$ cat src/rup_pkg.sv
// Shared constants, types and arithmetic helpers for the radial undistortion block.
`timescale 1ns / 1ps

package rup_pkg;

   // Fixed point format and datapath widths
   localparam int FRAC_BITS = 24;
   localparam int XY_W      = 32;
   localparam int ACC_W     = 64;
   localparam int R_W       = ACC_W - FRAC_BITS;
   localparam int B1_W      = R_W - 32;
   localparam int PROD_W    = ACC_W + R_W;
   localparam int NUM_W     = XY_W + FRAC_BITS;
   localparam int QUO_W     = XY_W + 1;
   localparam int DIV_STAGES = QUO_W;
   localparam int STATUS_W  = 2;

   // Queue between the front and the back
   localparam int Q_DEPTH   = 32;
   localparam int Q_IDX_W   = $clog2(Q_DEPTH);
   localparam int Q_CNT_W   = Q_IDX_W + 1;

   // CSR port
   localparam int CSR_IDX_W  = 8;
   localparam int CSR_DATA_W = 32;

   localparam logic [CSR_IDX_W-1:0] REG_COEF_R2 = CSR_IDX_W'(0);
   localparam logic [CSR_IDX_W-1:0] REG_COEF_R4 = CSR_IDX_W'(1);
   localparam logic [CSR_IDX_W-1:0] REG_COEF_R6 = CSR_IDX_W'(2);
   localparam logic [CSR_IDX_W-1:0] REG_COEF_R8 = CSR_IDX_W'(3);

   localparam logic [STATUS_W-1:0] STATUS_OK   = STATUS_W'(0);
   localparam logic [STATUS_W-1:0] STATUS_SAT  = STATUS_W'(1);
   localparam logic [STATUS_W-1:0] STATUS_ZERO = STATUS_W'(2);

   localparam logic [ACC_W-1:0] ACC_MAX  = {1'b0, {(ACC_W-1){1'b1}}};
   localparam logic [ACC_W-1:0] ACC_MIN  = {1'b1, {(ACC_W-1){1'b0}}};
   localparam logic [ACC_W-1:0] MAG_TOP  = {1'b1, {(ACC_W-1){1'b0}}};
   localparam logic [ACC_W-1:0] FIX_ONE  = ACC_W'(1) << FRAC_BITS;

   localparam logic [QUO_W-1:0] QUO_NEG_LIM = QUO_W'(1) << (XY_W-1);
   localparam logic [QUO_W-1:0] QUO_POS_LIM = QUO_NEG_LIM - QUO_W'(1);
   localparam logic [XY_W-1:0]  XY_MAX      = {1'b0, {(XY_W-1){1'b1}}};
   localparam logic [XY_W-1:0]  XY_MIN      = {1'b1, {(XY_W-1){1'b0}}};

   // Point travelling through the front pipeline
   typedef struct packed {
      logic                    valid;
      logic signed [XY_W-1:0]  x;
      logic signed [XY_W-1:0]  y;
      logic [R_W-1:0]          r;
      logic signed [ACC_W-1:0] acc;
      logic                    sat;
   } pt_type;

   // Queue entry: point plus its divisor
   typedef struct packed {
      logic signed [XY_W-1:0]  x;
      logic signed [XY_W-1:0]  y;
      logic signed [ACC_W-1:0] w;
      logic                    sat;
   } mid_type;

   // One lane of the restoring divider
   typedef struct packed {
      logic [ACC_W-1:0] rem;
      logic [QUO_W-1:0] quo;
      logic [QUO_W-1:0] low;
   } lane_type;

   typedef struct packed {
      logic             valid;
      lane_type         lane_x;
      lane_type         lane_y;
      logic [ACC_W-1:0] dvs;
      logic             neg_x;
      logic             neg_y;
      logic             ovf_x;
      logic             ovf_y;
      logic             zero;
      logic             sat;
   } div_type;

   typedef struct packed {
      logic empty;
      logic full;
   } qstat_type;

   typedef struct packed {
      logic [ACC_W-1:0] val;
      logic             sat;
   } sval_type;

   typedef struct packed {
      logic [XY_W-1:0] val;
      logic            sat;
   } qval_type;

   // Signed 64-bit add, clamped to the range
   function automatic sval_type add_sat(input logic [ACC_W-1:0] a, input logic [ACC_W-1:0] b);
      logic [ACC_W:0] sum;
      sval_type       res;
      sum     = {a[ACC_W-1], a} + {b[ACC_W-1], b};
      res.sat = sum[ACC_W] != sum[ACC_W-1];
      if (res.sat) begin
         res.val = sum[ACC_W] ? ACC_MIN : ACC_MAX;
      end else begin
         res.val = sum[ACC_W-1:0];
      end
      return res;
   endfunction

   // One quotient bit of the restoring divider
   function automatic lane_type div_step(input lane_type s, input logic [ACC_W-1:0] dvs);
      logic [ACC_W:0] trial;
      lane_type       n;
      trial = {s.rem, s.low[QUO_W-1]};
      n.low = s.low << 1;
      if (trial >= {1'b0, dvs}) begin
         n.rem = ACC_W'(trial - {1'b0, dvs});
         n.quo = {s.quo[QUO_W-2:0], 1'b1};
      end else begin
         n.rem = trial[ACC_W-1:0];
         n.quo = {s.quo[QUO_W-2:0], 1'b0};
      end
      return n;
   endfunction

   // Signed 32-bit result from a quotient magnitude, clamped
   function automatic qval_type quo_clamp(input logic [QUO_W-1:0] q, input logic neg,
                                          input logic ovf);
      qval_type res;
      res.sat = 1'b0;
      if (neg) begin
         if (ovf || q > QUO_NEG_LIM) begin
            res.sat = 1'b1;
            res.val = XY_MIN;
         end else begin
            res.val = XY_W'(~q + QUO_W'(1));
         end
      end else begin
         if (ovf || q > QUO_POS_LIM) begin
            res.sat = 1'b1;
            res.val = XY_MAX;
         end else begin
            res.val = q[XY_W-1:0];
         end
      end
      return res;
   endfunction

endpackage

$ cat src/rup_queue.sv
// Small FIFO between front and back.
`timescale 1ns / 1ps

module rup_queue
   import rup_pkg::*;
(
   input  logic      clock,
   input  logic      reset,
   input  logic      push,
   input  mid_type   push_data,
   input  logic      pop,
   output mid_type   pop_data,
   output qstat_type qstat
);

   mid_type            mem_ff [0:Q_DEPTH-1];
   logic [Q_IDX_W-1:0] wr_ptr_ff, wr_ptr_in, rd_ptr_ff, rd_ptr_in;
   logic [Q_CNT_W-1:0] count_ff, count_in;

   always_comb begin
      wr_ptr_in = push ? wr_ptr_ff + Q_IDX_W'(1) : wr_ptr_ff;
      rd_ptr_in = pop ? rd_ptr_ff + Q_IDX_W'(1) : rd_ptr_ff;
      count_in  = count_ff + Q_CNT_W'(push) - Q_CNT_W'(pop);
   end

   always_ff @(posedge clock) begin
      if (push) begin
         mem_ff[wr_ptr_ff] <= push_data;
      end
      if (reset) begin
         wr_ptr_ff <= '0;
         rd_ptr_ff <= '0;
         count_ff  <= '0;
      end else begin
         wr_ptr_ff <= wr_ptr_in;
         rd_ptr_ff <= rd_ptr_in;
         count_ff  <= count_in;
      end
   end

   assign pop_data    = mem_ff[rd_ptr_ff];
   assign qstat.empty = count_ff == '0;
   assign qstat.full  = count_ff == Q_CNT_W'(Q_DEPTH);

endmodule

$ cat config.mk
export PLATFORM = sky130hd
export DESIGN_NAME = rup_queue
export DESIGN_NICKNAME = d
export VERILOG_FILES = /design/src/rup_pkg.sv /design/src/rup_queue.sv
export SDC_FILE = /design/constraint.sdc
export NUM_CORES = 2
export LEC_CHECK = 0
export ABC_AREA = 1
export CAP_MARGIN = 20
export CORE_MARGIN = 2
export CORE_UTILIZATION = 45
export CTS_CLUSTER_SIZE = 12
export DETAILED_ROUTE_END_ITERATION = 7
export DONT_BUFFER_PORTS = 1
export GPL_ROUTABILITY_DRIVEN = 0
export GPL_TIMING_DRIVEN = 0
export PLACE_DENSITY_LB_ADDON = 0.1
export REMOVE_ABC_BUFFERS = 1
export SLEW_MARGIN = 20
export SYNTH_ARGS = -nofsm -noshare
export SYNTH_HDL_FRONTEND = slang
export SYNTH_MEMORY_MAX_BITS = 65536
export SYNTH_SLANG_ARGS = --single-unit
$ cat constraint.sdc
create_clock -name clock -period 6.8 [get_ports clock]
set_input_delay 0 -clock clock [delete_from_list [all_inputs] [get_ports clock]]
set_output_delay 0 -clock clock [all_outputs]
set_load 0.02 [all_outputs]
==> run summary <==
- **proportion of total power due to net switching** 22.6%
- **number of buffers created by CTS** 437
- **r2r worst-path depth** 10
- **capturing element type of the critical path** output pin
- **Setup TNS** 0 ns
- **number of max-cap violations** 0
- **outcome** complete, no violations
- **wire length of the first global-routing pass** 713 mm
- **Period Utilization, post-route** 93.9%
- **largest cells by area after synthesis** sky130_fd_sc_hd__edfxtp_1 75%, sky130_fd_sc_hd__nand3_1 12%, sky130_fd_sc_hd__nand2_1 9.7%
- **most frequent cells in the layout** 4275 x sky130_fd_sc_hd__nand2_1, 4128 x sky130_fd_sc_hd__edfxtp_1, 3877 x sky130_fd_sc_hd__nand3_1
- **type of the worst min-delay path** primary input to register
- **final worst slack** 0.413 ns
- **xor/xnor cell area share of the yosys netlist** 0.00527%
- **Hold Path Stages** 2
- **overflow left after global routing** 0
- **Synth Area in Compound Gates** 0.0662%
- **standard cell area after detailed placement** 179000 um^2
- **Reg2Reg Capture Point** mem_ff[10][99]
- **hold violation count in the final report** 0
- **top-level port count** 264
- **Hold Path Origin** push_data[82]
- **final setup violation count** 0
- **quantity of gates resized following cts** 0
- **per-cell routed wire length** 26.5 um
- **Hold Crit Endpoint** mem_ff[29][82]
- **core footprint** 368000 um^2
- **hold-fix buffer count after cts** 140
- **clock root buffer** sky130_fd_sc_hd__clkbuf_16
- **DRT Wirelength** 496 mm
- **CP startpoint kind** register
- **final hold slack** 0.0983 ns
- **worst flop-to-flop path startpoint** wr_ptr_ff[0]
- **part of the power in combinational logic** 6.9%
- **DRC** 0
- **part of the Yosys area used for sequential elements** 74.8%
- **internal power** 41.9 mW
- **Non-Filler Cell Area, Final** 193000 um^2
- **row cnt** 223
- **register bit total from synthesis** 4149
- **number of synthesis warnings** 0
- **synthesized area divided by synthesized cell count** 12.5 um^2
- **Most common cell on crit path** sky130_fd_sc_hd__buf_16
- **1st-pass router iterations** 7
- **die footprint** 374000 um^2
- **worst rel slew slack** 23.1%
- **unrepaired setup endpoints after global routing** false
- **final net count** 13680
- **adder and majority gate portion of the synthesized area** 0.117%
- **relative contribution of the clock network to total power** 40.8%
- **number of buffers on the longest clock path** 4
- **delay of the slowest critical-path stage** 0.67 ns
- **dominant combinational cell family by area after synthesis** simple AND/OR/NAND/NOR gates
- **fraction of post-synthesis cell area in the top cell type by area** 74.6%
- **total number of H-tree levels** 5
- **worst reg2reg setup slack** 3.39 ns
- **post-CTS setup-driven buffer insertion count** 0
- **share of synthesized area spent on multiplexers** 0%
- **chain of cells forming the critical path** buf_16 > buf_16 > buf_16 > buf_16 > inv_16 > buf_16 > buf_16 > buf_16 > buf_16 > nand2_1 > nand3_1 > nand3_1 > nand3_1 > nand3_1 > nand2_1
- **dpl hpwl** 295 mm
- **total track usage** 26.1%
- **Inst Count DP** 17761
- **count of mapped cells out of synthesis** 13318
- **Final Instance Count excl. Fillers** 18718
- **simple-gate share of the synthesized area** 21.5%
- **power density over the cells** 280 nW/um^2
- **antenna violation net count after detailed routing** 0
- **total vias in the final route** 107997
- **power spent charging and discharging nets** 12.2 mW
- **clock tree from TritonCTS** built
- **Worst VDD drop** 0.000221 V
- **pin count of the biggest net entering global routing** 207
- **port buffer count** 0
- **slowest stage cell on the critical path** sky130_fd_sc_hd__buf_16
- **most common cell after layout, fill and taps aside** sky130_fd_sc_hd__nand2_1
- **register share of total power** 52.3%
- **type of the worst setup path** register to output pin
- **highest clock frequency the design can meet** 157 MHz
- **post-synth top area cell** sky130_fd_sc_hd__edfxtp_1
- **clock latency reported for the late side of the worst-skew pair** 0.98 ns
- **Least-Margin Pin Slew** 1.15 ns
- **area of the mapped netlist** 166000 um^2
- **Crit path arrival time** 6.39 ns
- **number of vias per cell** 5.77
- **layout cell share with drive strength beyond 1** 7.98%
- **initial antenna violation count** 31
- **Required @ worst endpoint** 6.80 ns
- **Slew Limit Fails** 0
- **Worst Clk Skew** 0.0269 ns
- **Die H** 612 um
- **CTS Sinks** 4149
- **signed area change from the synthesized netlist to the final layout** 16.3%
- **number of library cell types mapped by synthesis** 27
- **final critical-path required period** 6.39 ns
- **worst-path maximum fanout** 206
- **iteration-0 DRC count of the detailed router** 11798
- **Die Width** 612 um
- **starting utilization of the core area** 45.1%
- **leakage dissipation** 67.0 nW
- **vias in the first global route** 104330
- **DP Worst Slack** 1.39 ns
- **CTS clock-pin slew for the worst setup and hold paths** 0.06 ns
how the worst max path moves through the flow:
stage | from | end | slack, ns | cells past startpoint
after CTS | register | pop_data[113] | 0.34 | 15
after global placement | register | pop_data[119] | -354.98 | 7
after detailed placement | register | pop_data[113] | 1.39 | 15
final | register | pop_data[14] | 0.41 | 15
after floorplan | register | pop_data[109] | -132.84 | 7
after global routing | register | pop_data[105] | 0.004 | 15
per-stage QoR:
stage	total power [mW]	utilization, %
2_1_floorplan	33.0	-
3_5_place_dp	32.2	48.5
4_1_cts	54.5	52.5
3_3_place_gp	34.4	45.2
6_report	54.1	52.5
5_1_grt	55.9	52.5
per-layer routing:
layer  global-route usage (%)  vias to the layer above  wire length [um]
li1                         -                    48198                 -
met1                     36.6                    54736            211000
met2                     42.6                     4255            235000
met3                     3.89                      792             36400
met4                     6.94                       16             14000
met5                        0                        -                85
power by group through the flow:
stage	logic, mW	registers [mW]	clock network (mW)
detailed placement	3.34	28.9	0
global route	4.12	28.3	23.4
finish	3.74	28.3	22.1
global placement	4.99	29.4	0
CTS	3.73	28.3	22.4
floorplan	3.83	29.1	0
Yosys cell counts, drive strengths merged:
library cell and number:
a21oi 11, clkinv 1, nor3 2, clkbuf 96
o21ai 7, dfxtp 21, a31oi 2, a21o 1
nand4 1, xnor2 1, nor2 53, fa 1
buf 795, inv 31, edfxtp 4128, nand2 4275
nor4 1, nand3 3877, ha 14
critical path: cells and delay by family (launching register included):
family,cells,cell delay (ns)
flops,1,0.50
simple gates,6,0.84
buf+inv,9,3.47
cells by family (layout without fill, tap and decap cells):
| group | count (synthesis) | after routing |
|---|---|---|
| other | 0 | 13 |
| adder cells (fa/ha/maj) | 15 | 15 |
| AND/OR/NAND/NOR | 8209 | 8209 |
| AO/OA/AOI/OAI | 21 | 21 |
| XOR/XNOR | 1 | 1 |
| buffers and inverters | 923 | 1473 |
| flip-flops | 4149 | 4149 |
flip-flops by register name (all words and copies together), names as in the netlist, named ones only:
| signal | flops |
|---|---|
| count_ff | 6 |
| mem_ff | 4128 |
| rd_ptr_ff | 5 |
| wr_ptr_ff | 5 |
layout make-up:
type | count | area, um^2
clock inverter | 206 | 1380
antenna | 13 | 32.5
inverter | 32 | 173
timing repair buffer | 666 | 13400
multi-input combinational | 8246 | 36200
fill | 30192 | 175000
clock buffer | 569 | 11700
sequential | 4149 | 124000
tap | 4837 | 6050
Note: power is estimated with default switching activity, not from simulation.
